===== src/hw/rtl/iba_pkg.sv =====
// Shared types and constants of the indexed block allocator.
package iba_pkg;

    localparam int ACT_W    = 3;
    localparam int ID_W     = 16;
    localparam int SIZE_W   = 16;
    localparam int BLK_W    = 6;
    localparam int STAT_W   = 2;
    localparam int LFSR_W   = 16;
    localparam logic [LFSR_W-1:0] LFSR_TAPS = 16'hB400;

    typedef enum logic [ACT_W-1:0] {
        ACT_ADD       = 3'd0,
        ACT_DELETE    = 3'd1,
        ACT_SEEK      = 3'd2,
        ACT_LIST_FILE = 3'd3,
        ACT_LIST_OCC  = 3'd4,
        ACT_CLEAR     = 3'd5
    } t_action;

    typedef enum logic [STAT_W-1:0] {
        ST_OK     = 2'd0,
        ST_REJECT = 2'd1,
        ST_EMPTY  = 2'd2
    } t_status;

    typedef enum logic [1:0] {
        OSEL_NONE,
        OSEL_POS,
        OSEL_IDX,
        OSEL_SCAN
    } t_osel;

    typedef enum logic [4:0] {
        S_IDLE,
        S_DISPATCH,
        S_FIND_RD,
        S_FIND_CMP,
        S_ADD_CHK,
        S_LFSR,
        S_MUL,
        S_MOD,
        S_SEARCH,
        S_ADD_DONE,
        S_DEL_RD,
        S_DEL_CLR,
        S_DEL_IB,
        S_SHIFT_RD,
        S_SHIFT_WR,
        S_DEL_DONE,
        S_SEEK_CHK,
        S_SEEK_EMIT,
        S_LF_RD,
        S_LF_EMIT,
        S_LO_SCAN,
        S_OK,
        S_REJ,
        S_EMPTY
    } t_state;

    typedef struct packed {
        logic    load_req;
        logic    dir_rd;
        logic    dir_prev;
        logic    find_next;
        logic    find_hit;
        logic    add_setup;
        logic    lfsr_step;
        logic    mul;
        logic    modr;
        logic    search_next;
        logic    claim;
        logic    add_commit;
        logic    idx_rd;
        logic    idx_seek;
        logic    del_free;
        logic    del_ib;
        logic    shift_setup;
        logic    shift_wr;
        logic    del_done;
        logic    lf_setup;
        logic    idec;
        logic    lo_setup;
        logic    lo_step;
        logic    lo_count;
        logic    clear;
        logic    emit;
        t_status status;
        t_osel   osel;
        logic    last;
    } t_cmd;

    typedef struct packed {
        t_action act;
        logic    dir_full;
        logic    find_end;
        logic    key_match;
        logic    space_ok;
        logic    occ_here;
        logic    alloc_last;
        logic    seek_ok;
        logic    del_end;
        logic    shift_end;
        logic    list_last;
        logic    list_empty;
        logic    scan_occ;
        logic    lo_last;
        logic    used_zero;
        logic    out_free;
    } t_sts;

endpackage


===== src/hw/rtl/iba_ctrl.sv =====
// Controller: sequences each request over the datapath.
module iba_ctrl (
    input  logic          i_clk,
    input  logic          i_rst_n,
    input  logic          i_req_valid,
    output logic          o_req_ready,
    input  iba_pkg::t_sts i_sts,
    output iba_pkg::t_cmd o_cmd
);

    iba_pkg::t_state r_state;
    iba_pkg::t_state n_state;

    always_ff @(posedge i_clk) begin
        if (!i_rst_n) begin
            r_state <= iba_pkg::S_IDLE;
        end else begin
            r_state <= n_state;
        end
    end

    always_comb begin
        n_state      = r_state;
        o_cmd        = '0;
        o_cmd.status = iba_pkg::ST_OK;
        o_cmd.osel   = iba_pkg::OSEL_NONE;
        o_req_ready  = 1'b0;
        case (r_state)
            iba_pkg::S_IDLE: begin
                o_req_ready = 1'b1;
                if (i_req_valid) begin
                    o_cmd.load_req = 1'b1;
                    n_state        = iba_pkg::S_DISPATCH;
                end
            end
            iba_pkg::S_DISPATCH: begin
                case (i_sts.act)
                    iba_pkg::ACT_ADD: begin
                        n_state = i_sts.dir_full ? iba_pkg::S_REJ : iba_pkg::S_FIND_RD;
                    end
                    iba_pkg::ACT_DELETE, iba_pkg::ACT_SEEK: begin
                        n_state = iba_pkg::S_FIND_RD;
                    end
                    iba_pkg::ACT_LIST_FILE: begin
                        if (i_sts.list_empty) begin
                            n_state = iba_pkg::S_EMPTY;
                        end else begin
                            o_cmd.lf_setup = 1'b1;
                            n_state        = iba_pkg::S_LF_RD;
                        end
                    end
                    iba_pkg::ACT_LIST_OCC: begin
                        if (i_sts.used_zero) begin
                            n_state = iba_pkg::S_EMPTY;
                        end else begin
                            o_cmd.lo_setup = 1'b1;
                            n_state        = iba_pkg::S_LO_SCAN;
                        end
                    end
                    iba_pkg::ACT_CLEAR: begin
                        o_cmd.clear = 1'b1;
                        n_state     = iba_pkg::S_OK;
                    end
                    default: n_state = iba_pkg::S_REJ;
                endcase
            end
            iba_pkg::S_FIND_RD: begin
                if (i_sts.find_end) begin
                    n_state = (i_sts.act == iba_pkg::ACT_ADD) ? iba_pkg::S_ADD_CHK : iba_pkg::S_REJ;
                end else begin
                    o_cmd.dir_rd = 1'b1;
                    n_state      = iba_pkg::S_FIND_CMP;
                end
            end
            iba_pkg::S_FIND_CMP: begin
                if (i_sts.key_match) begin
                    o_cmd.find_hit = 1'b1;
                    case (i_sts.act)
                        iba_pkg::ACT_DELETE: n_state = iba_pkg::S_DEL_RD;
                        iba_pkg::ACT_SEEK:   n_state = iba_pkg::S_SEEK_CHK;
                        default:             n_state = iba_pkg::S_REJ;
                    endcase
                end else begin
                    o_cmd.find_next = 1'b1;
                    n_state         = iba_pkg::S_FIND_RD;
                end
            end
            iba_pkg::S_ADD_CHK: begin
                if (i_sts.space_ok) begin
                    o_cmd.add_setup = 1'b1;
                    n_state         = iba_pkg::S_LFSR;
                end else begin
                    n_state = iba_pkg::S_REJ;
                end
            end
            iba_pkg::S_LFSR: begin
                o_cmd.lfsr_step = 1'b1;
                n_state         = iba_pkg::S_MUL;
            end
            iba_pkg::S_MUL: begin
                o_cmd.mul = 1'b1;
                n_state   = iba_pkg::S_MOD;
            end
            iba_pkg::S_MOD: begin
                o_cmd.modr = 1'b1;
                n_state    = iba_pkg::S_SEARCH;
            end
            iba_pkg::S_SEARCH: begin
                if (i_sts.occ_here) begin
                    o_cmd.search_next = 1'b1;
                end else if (i_sts.out_free) begin
                    o_cmd.claim = 1'b1;
                    o_cmd.emit  = 1'b1;
                    o_cmd.osel  = iba_pkg::OSEL_POS;
                    o_cmd.last  = i_sts.alloc_last;
                    n_state     = i_sts.alloc_last ? iba_pkg::S_ADD_DONE : iba_pkg::S_LFSR;
                end
            end
            iba_pkg::S_ADD_DONE: begin
                o_cmd.add_commit = 1'b1;
                n_state          = iba_pkg::S_IDLE;
            end
            iba_pkg::S_DEL_RD: begin
                if (i_sts.del_end) begin
                    n_state = iba_pkg::S_DEL_IB;
                end else begin
                    o_cmd.idx_rd = 1'b1;
                    n_state      = iba_pkg::S_DEL_CLR;
                end
            end
            iba_pkg::S_DEL_CLR: begin
                o_cmd.del_free = 1'b1;
                n_state        = iba_pkg::S_DEL_RD;
            end
            iba_pkg::S_DEL_IB: begin
                o_cmd.del_ib      = 1'b1;
                o_cmd.shift_setup = 1'b1;
                n_state           = iba_pkg::S_SHIFT_RD;
            end
            iba_pkg::S_SHIFT_RD: begin
                if (i_sts.shift_end) begin
                    n_state = iba_pkg::S_DEL_DONE;
                end else begin
                    o_cmd.dir_rd = 1'b1;
                    n_state      = iba_pkg::S_SHIFT_WR;
                end
            end
            iba_pkg::S_SHIFT_WR: begin
                o_cmd.shift_wr = 1'b1;
                n_state        = iba_pkg::S_SHIFT_RD;
            end
            iba_pkg::S_DEL_DONE: begin
                o_cmd.del_done = 1'b1;
                n_state        = iba_pkg::S_OK;
            end
            iba_pkg::S_SEEK_CHK: begin
                if (i_sts.seek_ok) begin
                    o_cmd.idx_rd   = 1'b1;
                    o_cmd.idx_seek = 1'b1;
                    n_state        = iba_pkg::S_SEEK_EMIT;
                end else begin
                    n_state = iba_pkg::S_REJ;
                end
            end
            iba_pkg::S_SEEK_EMIT: begin
                if (i_sts.out_free) begin
                    o_cmd.emit = 1'b1;
                    o_cmd.osel = iba_pkg::OSEL_IDX;
                    o_cmd.last = 1'b1;
                    n_state    = iba_pkg::S_IDLE;
                end
            end
            iba_pkg::S_LF_RD: begin
                o_cmd.dir_rd   = 1'b1;
                o_cmd.dir_prev = 1'b1;
                n_state        = iba_pkg::S_LF_EMIT;
            end
            iba_pkg::S_LF_EMIT: begin
                if (i_sts.out_free) begin
                    o_cmd.emit = 1'b1;
                    o_cmd.last = i_sts.list_last;
                    o_cmd.idec = 1'b1;
                    n_state    = i_sts.list_last ? iba_pkg::S_IDLE : iba_pkg::S_LF_RD;
                end
            end
            iba_pkg::S_LO_SCAN: begin
                if (!i_sts.scan_occ) begin
                    o_cmd.lo_step = 1'b1;
                end else if (i_sts.out_free) begin
                    o_cmd.emit     = 1'b1;
                    o_cmd.osel     = iba_pkg::OSEL_SCAN;
                    o_cmd.last     = i_sts.lo_last;
                    o_cmd.lo_step  = 1'b1;
                    o_cmd.lo_count = 1'b1;
                    if (i_sts.lo_last) begin
                        n_state = iba_pkg::S_IDLE;
                    end
                end
            end
            iba_pkg::S_OK, iba_pkg::S_REJ, iba_pkg::S_EMPTY: begin
                if (i_sts.out_free) begin
                    o_cmd.emit = 1'b1;
                    o_cmd.last = 1'b1;
                    case (r_state)
                        iba_pkg::S_REJ:   o_cmd.status = iba_pkg::ST_REJECT;
                        iba_pkg::S_EMPTY: o_cmd.status = iba_pkg::ST_EMPTY;
                        default:          o_cmd.status = iba_pkg::ST_OK;
                    endcase
                    n_state = iba_pkg::S_IDLE;
                end
            end
            default: n_state = iba_pkg::S_IDLE;
        endcase
    end

endmodule


===== config.mk =====
export PLATFORM = sky130hd
export DESIGN_NAME = iba_ctrl
export DESIGN_NICKNAME = d
export VERILOG_FILES = /design/src/hw/rtl/iba_pkg.sv /design/src/hw/rtl/iba_ctrl.sv
export SDC_FILE = /design/constraint.sdc
export NUM_CORES = 1
export LEC_CHECK = 0
export BUFFER_PORTS_ARGS = -buffer_cell sky130_fd_sc_hd__clkbuf_2
export CAP_MARGIN = 30
export CORE_AREA = 2 2 54 56
export DETAILED_ROUTE_END_ITERATION = 8
export DIE_AREA = 0 0 56 58
export GPL_TIMING_DRIVEN = 0
export PLACE_DENSITY = 0.73
export SYNTH_ARGS = -nofsm -noshare
export SYNTH_HDL_FRONTEND = slang
export SYNTH_SLANG_ARGS = --single-unit
export TNS_END_PERCENT = 20

===== constraint.sdc =====
create_clock -name i_clk -period 1.6 [get_ports i_clk]
set_input_delay 0.24 -clock i_clk [delete_from_list [all_inputs] [get_ports i_clk]]
set_output_delay 0.24 -clock i_clk [all_outputs]
set_load 0.01 [all_outputs]

Word level (Yosys, flattened, before mapping):

Cells that the tools add are included.

* register bits after elaboration: 5
* latch bits: 0
* bits in writable memories: 0
* ROM bits: 0
* output and inout port bits: 32
* memories kept: 0

* add/sub/neg operators: 0
* $mul: 0
* divide/modulo/power cells: 0
* $lt $le $gt $ge: 0
* equal/unequal tests: 36
* shift-type cells: 0
* multiplexer cells: 77
* bitwise operators: 0
* reduce and logical (&&, ||, !) cells: 8

Operators by type and width (count)
* case mux 5 bit (19 select lines): 1
* 2-to-1 mux 5 bit: 14
* == test 5 x 4 -> 1 bit (second input constant): 8
* == test 5 bit (second input constant): 8
* 2-to-1 mux 1 bit: 36
* case mux 5 bit (5 select lines): 1
* 2-to-1 mux 3 bit: 7
* == test 5 x 3 -> 1 bit (second input constant): 4
* 2-to-1 mux 2 bit: 10
* inequality test 2 bit (second input constant): 7
* == test 5 x 2 -> 1 bit (second input constant): 2
* case mux 5 bit (2 select lines): 1
* AND reduction 8 bit: 1
* == test 3 x 2 -> 1 bit (second input constant): 2
* == test 3 bit (second input constant): 2
* case mux 2 bit (3 select lines): 1
* OR reduction 2 bit: 3
* == test 5 x 1 -> 1 bit (second input constant): 1
* zero test 5 bit: 1
* case mux 1 bit (5 select lines): 1
* 2-to-1 mux 4 bit: 1
* case mux 1 bit (4 select lines): 1
* case mux 2 bit (2 select lines): 1
* OR reduction 4 bit: 1
* other kinds (6): 6

Logic depth before layout (Yosys ltp):

Gate-level depths: netlist of run 1.

* depth after elaboration: 4
* mapped depth: 7

Worst setup path before layout of run 1:

No wires, ideal clock.

* kind: reg2out
* start: reg r_state[4]
* end: out o_cmd[9] (netlist bit)
* data arrival time: 1669 ps
* data required time: 1360 ps
* path slack: -309 ps
* stages on the path, launching flop included: 5
* path through: dfxtp_1 buf_2 or3b_2 or2_2 nor4_1

RTL lines
* from (decl): line iba_ctrl.sv:11 `iba_pkg::t_state r_state;`
* from (signal assigned): line iba_ctrl.sv:16 `r_state <= iba_pkg::S_IDLE;`
* from (signal assigned): line iba_ctrl.sv:18 `r_state <= n_state;`
* to (decl): line iba_ctrl.sv:8 `output iba_pkg::t_cmd o_cmd`

==> impl_metrics.env, run 1 <==
export IMPL_reg_top3="r_state (5)"
export IMPL_ff2ff_setup_slack_ns=-0.21
export IMPL_slew_limit_headroom_pct=63.62
export IMPL_initial_antenna_violation_count=0
export IMPL_timing_setup_tns_ns=-5.176
export IMPL_hold_end="r_state[2]"
export IMPL_min_period_ns=2.001
export IMPL_yosys_area_top_type="sky130_fd_sc_hd__dfxtp_1"
export IMPL_outcome="complete, but fails checks"
export IMPL_share_of_the_synthesized_area_in_the_top_cell_type_pct=9.662
export IMPL_synth_enable_flop_cells=0
export IMPL_final_min_period_over_clock_period_pct=125.1
export IMPL_clock_buffers_created_by_tritoncts=3
export IMPL_static_leakage_power_nw=0.7887
export IMPL_postSynthAreaPerCell_um2=6.167
export IMPL_grt_setup_unrepaired="yes"
export IMPL_drtPass1Iterations=5
export IMPL_syn_area_um2=1036
export IMPL_clock_skew_final_ns=0.0009866
export IMPL_fp_dieArea_um2=3248
export IMPL_asyncSetResetFlopFracSynth_pct=0
export IMPL_grt_overflow_total=0
export IMPL_final_max_slew_viol_count=0
export IMPL_largest_register_ffs=5
export IMPL_synthesis_nets=189
export IMPL_destination_of_the_worst_register_to_register_timing_path="r_state[4]"
export IMPL_timing_critical_path_required_ns=1.36
export IMPL_detail_route_wl_per_cell_um=17.41
export IMPL_areaGrowthSynthToFinish_pct=74.40
export IMPL_clkTransAtPathRegs_ns=0.04
export IMPL_clock_path_buffers=2
export IMPL_groute_usage_overall_pct=25.67
export IMPL_setup_worst_path_end_class="output pin"
export IMPL_dr_total_vias=1660
export IMPL_final_hold_viol_count=0
export IMPL_p_total_mw=2.549
export IMPL_clock_sinks=5
export IMPL_clock_tree_htree_level_count=1
export IMPL_final_antenna_net_count=0
export IMPL_grt_first_pass_wirelength_um=6741
export IMPL_remaining_drc_errors=0
export IMPL_design_final_nets=257
export IMPL_die_height_um=58
export IMPL_top_level_ports=53
export IMPL_worst_hold_path_type="primary input to flop"
export IMPL_min_delay_path_depth=3
export IMPL_p_per_area_nw_per_um2=1411
export IMPL_synth_cells_most_frequent="21 x sky130_fd_sc_hd__nor2_1, 12 x sky130_fd_sc_hd__nand2_1, 12 x sky130_fd_sc_hd__nor3_1, 10 x sky130_fd_sc_hd__o21ai_0, 9 x sky130_fd_sc_hd__inv_1"
export IMPL_insertion_delay_ns=0.24
export IMPL_grt_pass1_vias=1390
export IMPL_vdd_ir_drop_worst_mv=1.026
export IMPL_tritoncts_clock_tree="done"
export IMPL_worstPathArrival_ns=1.76
export IMPL_detailed_route_wl_um=4632
export IMPL_maxCapViolations=0
export IMPL_timing_critical_path_from_type="flop"
export IMPL_synth_distinct_cells=48
export IMPL_routed_via_density=6.241
export IMPL_design_core_area_um2=2663
export IMPL_start_util_pct=38.91
export IMPL_yosys_warnings=0
export IMPL_detailedPlacementHpwl_um=2974
export IMPL_synth_top_cells_by_area="sky130_fd_sc_hd__dfxtp_1 9.7%, sky130_fd_sc_hd__nor2_1 7.6%, sky130_fd_sc_hd__nor3_1 5.8%, sky130_fd_sc_hd__o21ai_0 4.8%, sky130_fd_sc_hd__nand2_1 4.3%"
export IMPL_postLayoutSetupSlackWorst_ns=-0.4008
export IMPL_synth_seq_cells=5
export IMPL_largest_register="r_state"
export IMPL_max_clock_freq_ghz=0.4998
export IMPL_rows=19
export IMPL_nFillCells=232
export IMPL_critical_path_class="flop to output pin"
export IMPL_crit_reg2reg_launch="r_state[4]"
export IMPL_clk_root_buffer_cell="sky130_fd_sc_hd__clkbuf_4"
export IMPL_initialDrtViolationCount=123
export IMPL_crit_fanout=5
export IMPL_grt_start_max_net_pins=11
export IMPL_antenna_cells_inserted=0
export IMPL_violations="negative setup slack"
export IMPL_synth_yosys_seq_area_share_pct=9.662
export IMPL_timing_reg2reg_worst_path_depth=8
export IMPL_slew_at_the_pin_closest_to_its_max_slew_limit_ns=0.5456
export IMPL_fp_dieW_um=56
export IMPL_syn_instance_count=168
export IMPL_setup_violations_final=32
export IMPL_hold_path_startpoint="i_rst_n"
export IMPL_final_layout_size_suffix_gt1_share_pct=55.74
export IMPL_synthMostInstantiatedCell="sky130_fd_sc_hd__nor2_1"
export IMPL_gp_routability_congestion=0.9522
export IMPL_synth_main_ff_cell="sky130_fd_sc_hd__dfxtp_1"
export IMPL_buffer_ports_inserted=50
-- worst max-delay path, cell delays in order (launching register included) --
cell and delay, ns:
sky130_fd_sc_hd__dfxtp_4 0.36, sky130_fd_sc_hd__buf_6 0.12, sky130_fd_sc_hd__or3b_4 0.43, sky130_fd_sc_hd__nor2_4 0.11
sky130_fd_sc_hd__nand2_2 0.07, sky130_fd_sc_hd__nor4b_2 0.24, sky130_fd_sc_hd__buf_2 0.18
-- how the worst max path moves through the flow --
stage | slack, ns | from | end
detailed placement | -0.45 | r_state[1] | o_cmd[0]
finish | -0.40 | r_state[4] | o_cmd[11]
global route | -0.42 | r_state[4] | o_cmd[11]
global placement | -0.45 | r_state[1] | o_cmd[0]
CTS | -0.38 | r_state[4] | o_cmd[11]
floorplan | -0.05 | r_state[1] | o_cmd[3]
-- where the power goes --
group	switching [mW]	internal [mW]
logic	1.16	0.972
clock network	0.0490	0.0941
registers	0.0832	0.194
-- stage by stage --
stage          cell area, um^2  setup WS [ns]  hold slack, ns  utilization, %  std cells
3_3_place_gp              1356        -0.4509          0.5987           50.94        249
5_1_grt                   1807        -0.4199          0.3339           67.86        266
4_1_cts                   1669        -0.3766          0.3560           62.69        262
2_1_floorplan             1067       -0.05131          0.4752               -        168
3_5_place_dp              1356        -0.4509          0.6177           50.94        249
6_report                  1807        -0.4008          0.3185           67.86        266
-- cells by family after synthesis --
family	share of synthesized area, %
AOI/OAI and AO/OA	30.92
xor gates and xnor gates	0.8456
buffers and inverters	10.02
DFF	9.662
and+or+nand+nor	48.55
-- placed cells by master, fill, tap and decap left out, types with 6 or more instances in the layout --
master / count
sky130_fd_sc_hd__buf_2: 19
sky130_fd_sc_hd__clkbuf_2: 31
sky130_fd_sc_hd__a21oi_1: 6
sky130_fd_sc_hd__nand2_1: 8
sky130_fd_sc_hd__o21ai_0: 9
sky130_fd_sc_hd__nor2_1: 13
sky130_fd_sc_hd__inv_1: 8
sky130_fd_sc_hd__buf_6: 6
sky130_fd_sc_hd__buf_4: 15
-- cell type report --
class                           instances  area [um^2]  area share (%)
Sequential cell                         5        112.6           6.233
Clock buffer                            4        26.28           1.454
Timing Repair Buffer                   64        365.4           20.22
Buffer                                 15        158.9           8.795
Inverter                                9        33.78           1.870
Tap cell                               31        38.79           2.147
Multi-Input combinational cell        138         1071           59.28
-- layer usage --
layer	vias to the layer above	wire length, um	GRT usage [%]
li1	754	-	-
met1	787	1820	34.29
met5	-	0	0
met2	105	2284	42.02
met4	0	106	10.88
met3	14	420	3.125
-- what timing repair did --
item / CTS / global route
gates resized for setup: 63 / 45
buffers inserted: 10 / 4
endpoints found under the setup margin: 36 / 35
hold buffers: 0 / 0
pin swaps: 17 / 10
No activity file was read; power rests on OpenSTA's default activity.
==> run 2: changes to the inputs <==
GPL_TIMING_DRIVEN = not set   (was 0)
==> impl_metrics.env, run 2 (synthesis gave the netlist of run 1 again) <==
export IMPL_p_per_area_nw_per_um2=1443
export IMPL_placed_cells=277
export IMPL_critical_path_class="flop to output pin"
export IMPL_cts_hold_buffers_added=0
export IMPL_grt_overflow_total=0
export IMPL_detailed_route_wl_um=4810
export IMPL_worst_hold_path_type="primary input to flop"
export IMPL_final_cell_mix="44 x sky130_fd_sc_hd__buf_4, 29 x sky130_fd_sc_hd__clkbuf_2, 22 x sky130_fd_sc_hd__buf_2, 15 x sky130_fd_sc_hd__nor2_1, 10 x sky130_fd_sc_hd__nand2_1"
export IMPL_clock_sinks=5
export IMPL_dr_wl_met2_um=2345
export IMPL_min_period_ns=1.942
export IMPL_routed_via_density=6.000
export IMPL_setup_worst_path_end_class="output pin"
export IMPL_final_hold_viol_count=0
export IMPL_tritoncts_clock_tree="done"
export IMPL_timing_setup_tns_ns=-4.999
export IMPL_worstPathArrival_ns=1.70
export IMPL_antenna_cells_inserted=0
export IMPL_buffer_ports_inserted=52
export IMPL_utilization_pct=73.40
export IMPL_violations="negative setup slack"
export IMPL_register_area_um2=116.4
export IMPL_reg_top3="r_state (5)"
export IMPL_die_height_um=58
export IMPL_detail_route_wl_per_cell_um=16.70
export IMPL_detailedPlacementHpwl_um=3321
export IMPL_largest_register="r_state"
export IMPL_design_area_um2=1954
export IMPL_final_max_slew_viol_count=0
export IMPL_crit_chain="or3b_4 -> or2_4 -> nor4_4 -> buf_2"
export IMPL_ff2ff_setup_slack_ns=-0.16
export IMPL_p_total_mw=2.821
export IMPL_dr_max_layer_used="met4"
export IMPL_setup_violations_final=35
export IMPL_leading_cell_type_in_the_layout_fill_and_taps_excluded="sky130_fd_sc_hd__buf_4"
export IMPL_initial_antenna_violation_count=0
export IMPL_slew_limit_headroom_pct=75.38
export IMPL_min_delay_path_depth=3
export IMPL_max_clock_freq_ghz=0.5150
export IMPL_worst_path_largest_cell_delay_ns=0.42
export IMPL_area_of_the_multi_input_gates_um2=1086
export IMPL_clock_buffers_created_by_tritoncts=3
export IMPL_placedInstanceArea_um2=1612
export IMPL_initialDrtViolationCount=103
export IMPL_timing_critical_path_required_ns=1.36
export IMPL_groute_usage_overall_pct=28.18
export IMPL_hold_end="r_state[0]"
export IMPL_vdd_ir_drop_worst_mv=1.068
export IMPL_nFillCells=213
export IMPL_grt_pass1_vias=1612
export IMPL_clock_tree_htree_level_count=1
export IMPL_largest_register_ffs=5
export IMPL_final_antenna_net_count=0
export IMPL_crit_slowest_cell="sky130_fd_sc_hd__or3b_4"
export IMPL_drtPass1Iterations=4
export IMPL_fp_dieW_um=56
export IMPL_crit_fanout=6
export IMPL_gp_routability_congestion=0.9090
export IMPL_outcome="complete, but fails checks"
export IMPL_met3_wirelength_um=396
export IMPL_remaining_drc_errors=0
export IMPL_crit_reg2reg_launch="r_state[4]"
export IMPL_hold_worst_slack_ns=0.3455
export IMPL_start_util_pct=38.91
export IMPL_preCtsSetupSlack_ns=-0.3589
export IMPL_grt_first_pass_wirelength_um=7300
export IMPL_route_layer_met1_wl_um=1860
export IMPL_clkTransAtPathRegs_ns=0.05
export IMPL_final_min_period_over_clock_period_pct=121.4
export IMPL_destination_of_the_worst_register_to_register_timing_path="r_state[4]"
export IMPL_slew_at_the_pin_closest_to_its_max_slew_limit_ns=0.3600
export IMPL_dr_total_vias=1728
export IMPL_grt_start_max_net_pins=13
export IMPL_postLayoutSetupSlackWorst_ns=-0.3417
export IMPL_clock_path_buffers=2
export IMPL_rows=19
export IMPL_clock_skew_final_ns=0.004952
export IMPL_fp_dieArea_um2=3248
export IMPL_clk_root_buffer_cell="sky130_fd_sc_hd__clkbuf_4"
export IMPL_finalNonFillerCells=288
export IMPL_insertion_delay_ns=0.25
export IMPL_areaGrowthSynthToFinish_pct=88.65
export IMPL_top_level_ports=53
export IMPL_design_final_nets=279
export IMPL_grt_setup_unrepaired="yes"
export IMPL_static_leakage_power_nw=0.8832
export IMPL_final_layout_size_suffix_gt1_share_pct=58.75
export IMPL_maxCapViolations=0
export IMPL_design_core_area_um2=2663
export IMPL_hold_path_startpoint="i_rst_n"
export IMPL_timing_critical_path_from_type="flop"
export IMPL_timing_reg2reg_worst_path_depth=6
run 2: cell type report:
type | count | share of cell area (%)
Sequential cell | 5 | 5.954
Timing Repair Buffer | 101 | 33.42
Multi-Input combinational cell | 138 | 55.57
Clock buffer | 4 | 1.344
Inverter | 9 | 1.729
Tap cell | 31 | 1.985
run 2: worst max-delay path, delay by kind of cell (launching register included):
family	cells	cell delay [ns]
buf+inv	1	0.16
flops	1	0.36
simple gates	3	0.92
run 2: layer usage:
layer	vias to the layer above	GRT usage, %
met1	791	34.38
met2	106	46.89
met5	-	0
met3	25	5.357
met4	0	15.65
li1	806	-
run 2: worst max-delay path by stage:
| stage | cells past startpoint | to | from | slack (ns) |
|---|---|---|---|---|
| 3_5_place_dp | 5 | r_state[1] | r_state[1] | -0.36 |
| 2_1_floorplan | 4 | o_cmd[3] | r_state[1] | -0.05 |
| 5_1_grt | 5 | o_cmd[11] | r_state[0] | -0.38 |
| 4_1_cts | 4 | o_cmd[9] | r_state[0] | -0.34 |
| 3_3_place_gp | 5 | r_state[4] | r_state[1] | -0.27 |
| 6_report | 4 | o_cmd[9] | r_state[4] | -0.34 |
run 2: where the power goes:
group | leakage [nW] | internal (mW) | switching, mW
Combinational | 0.824 | 1.15 | 1.21
Sequential | 0.0442 | 0.198 | 0.104
Clock | 0.0150 | 0.0945 | 0.0562
Total | 0.883 | 1.45 | 1.37
run 2: repair_timing:
action                     CTS  global route
gates resized for setup     44            45
setup endpoints to repair   37            37
setup buffers                7             1
pin swaps                   10             5
==> run 3: changes to the inputs <==
SKIP_CTS_REPAIR_TIMING = 1   (was not set)
==> impl_metrics.env, run 3 (synthesis gave the netlist of run 1 again) <==
export IMPL_antenna_cells_inserted=0
export IMPL_clock_skew_final_ns=0.001893
export IMPL_clock_path_buffers=2
export IMPL_grt_setup_unrepaired="yes"
export IMPL_grt_start_max_net_pins=13
export IMPL_top_level_ports=53
export IMPL_buffer_ports_inserted=52
export IMPL_areaGrowthSynthToFinish_pct=76.69
export IMPL_grt_first_pass_wirelength_um=6568
export IMPL_destination_of_the_worst_register_to_register_timing_path="r_state[4]"
export IMPL_clock_buffers_created_by_tritoncts=3
export IMPL_ff2ff_setup_slack_ns=-0.18
export IMPL_reg_top3="r_state (5)"
export IMPL_groute_usage_overall_pct=25.11
export IMPL_insertion_delay_ns=0.25
export IMPL_outcome="complete, but fails checks"
export IMPL_utilization_pct=68.75
export IMPL_area_of_the_multi_input_gates_um2=1001
export IMPL_timing_critical_path_from_type="flop"
export IMPL_detail_route_wl_per_cell_um=15.18
export IMPL_design_final_nets=275
export IMPL_register_area_um2=118.9
export IMPL_crit_path_start="r_state[0]"
export IMPL_grt_pass1_vias=1456
export IMPL_violations="negative setup slack"
export IMPL_setup_worst_path_end_class="output pin"
export IMPL_nFillCells=231
export IMPL_crit_reg2reg_launch="r_state[1]"
export IMPL_p_total_mw=2.517
export IMPL_critical_path_class="flop to output pin"
export IMPL_drtPass1Iterations=4
export IMPL_crit_slowest_cell="sky130_fd_sc_hd__or3b_4"
export IMPL_largest_register_ffs=5
export IMPL_final_max_slew_viol_count=0
export IMPL_worstPathArrival_ns=1.70
export IMPL_fp_dieW_um=56
export IMPL_tritoncts_clock_tree="done"
export IMPL_leading_cell_type_in_the_layout_fill_and_taps_excluded="sky130_fd_sc_hd__buf_4"
export IMPL_remaining_drc_errors=0
export IMPL_setup_violations_final=34
export IMPL_maxCapViolations=0
export IMPL_postLayoutSetupSlackWorst_ns=-0.3400
export IMPL_detailedPlacementHpwl_um=3321
export IMPL_timing_critical_path_required_ns=1.36
export IMPL_design_core_area_um2=2663
export IMPL_rows=19
export IMPL_dr_total_vias=1647
export IMPL_placedInstanceArea_um2=1612
export IMPL_worst_hold_path_type="primary input to flop"
export IMPL_clock_tree_htree_level_count=1
export IMPL_final_hold_viol_count=0
export IMPL_worst_path_largest_cell_delay_ns=0.41
export IMPL_slew_at_the_pin_closest_to_its_max_slew_limit_ns=0.3711
export IMPL_grt_overflow_total=0
export IMPL_timing_reg2reg_worst_path_depth=5
export IMPL_final_antenna_net_count=0
export IMPL_design_area_um2=1831
export IMPL_clock_sinks=5
export IMPL_crit_chain="or3b_4 -> or2_4 -> nor4_4 -> buf_2"
export IMPL_final_min_period_over_clock_period_pct=121.3
export IMPL_vdd_ir_drop_worst_mv=0.9235
export IMPL_gp_routability_congestion=0.9090
export IMPL_initialDrtViolationCount=84
export IMPL_die_height_um=58
export IMPL_p_per_area_nw_per_um2=1375
export IMPL_largest_register="r_state"
export IMPL_crit_fanout=8
export IMPL_final_layout_size_suffix_gt1_share_pct=54.15
export IMPL_max_clock_freq_ghz=0.5155
export IMPL_final_cell_mix="43 x sky130_fd_sc_hd__buf_4, 30 x sky130_fd_sc_hd__clkbuf_2, 21 x sky130_fd_sc_hd__buf_2, 16 x sky130_fd_sc_hd__nor2_1, 10 x sky130_fd_sc_hd__nand2_1"
export IMPL_min_period_ns=1.940
export IMPL_fp_dieArea_um2=3248
export IMPL_routed_via_density=5.799
export IMPL_static_leakage_power_nw=0.8367
export IMPL_clk_root_buffer_cell="sky130_fd_sc_hd__clkbuf_4"
export IMPL_start_util_pct=38.91
export IMPL_clkTransAtPathRegs_ns=0.04
export IMPL_cp_endpoint="o_cmd[9]"
export IMPL_hold_worst_slack_ns=0.3488
export IMPL_timing_setup_tns_ns=-4.485
export IMPL_slew_limit_headroom_pct=74.62
export IMPL_detailed_route_wl_um=4310
export IMPL_initial_antenna_violation_count=0
-- run 3: critical path: cells and delay by family, from the launching register on --
family | cells | cell delay, ns
buf+inv | 1 | 0.16
flops | 1 | 0.38
simple gates | 3 | 0.91
-- run 3: worst min-delay path by stage --
stage	from	to	slack, ns	depth (start not counted)
2_1_floorplan	i_rst_n	r_state[4]	0.48	2
3_3_place_gp	i_rst_n	r_state[0]	0.61	3
3_5_place_dp	i_rst_n	r_state[0]	0.61	3
4_1_cts	i_rst_n	r_state[0]	0.35	3
5_1_grt	i_rst_n	r_state[0]	0.40	3
6_report	i_rst_n	r_state[0]	0.35	3
-- run 3: through the flow --
stage                     instances  setup WS [ns]
after floorplan                 168       -0.05131
after global placement          277        -0.2705
after detailed placement        277        -0.3589
after CTS                       281        -0.5233
after global routing            284        -0.3874
final                           284        -0.3400
-- run 3: per-layer routing --
layer,wire length [um],vias up,track usage [%]
li1,-,798,-
met1,1821,756,33.61
met2,2111,81,42.02
met3,281,12,1.786
met4,96,0,10.54
met5,0,-,0
-- run 3: area by class of cell --
class / count / share of cell area, %
inverter: 9 / 1.846
tap: 31 / 2.119
sequential: 5 / 6.493
timing repair buffer: 97 / 33.42
clock buffer: 4 / 1.435
multi-input combinational: 138 / 54.68
-- run 3: where the power goes --
| part | internal (mW) | switching (mW) | total, mW |
|---|---|---|---|
| clock | 0.0944 | 0.0540 | 0.148 |
| combinational | 1.01 | 1.05 | 2.06 |
| sequential | 0.197 | 0.113 | 0.311 |
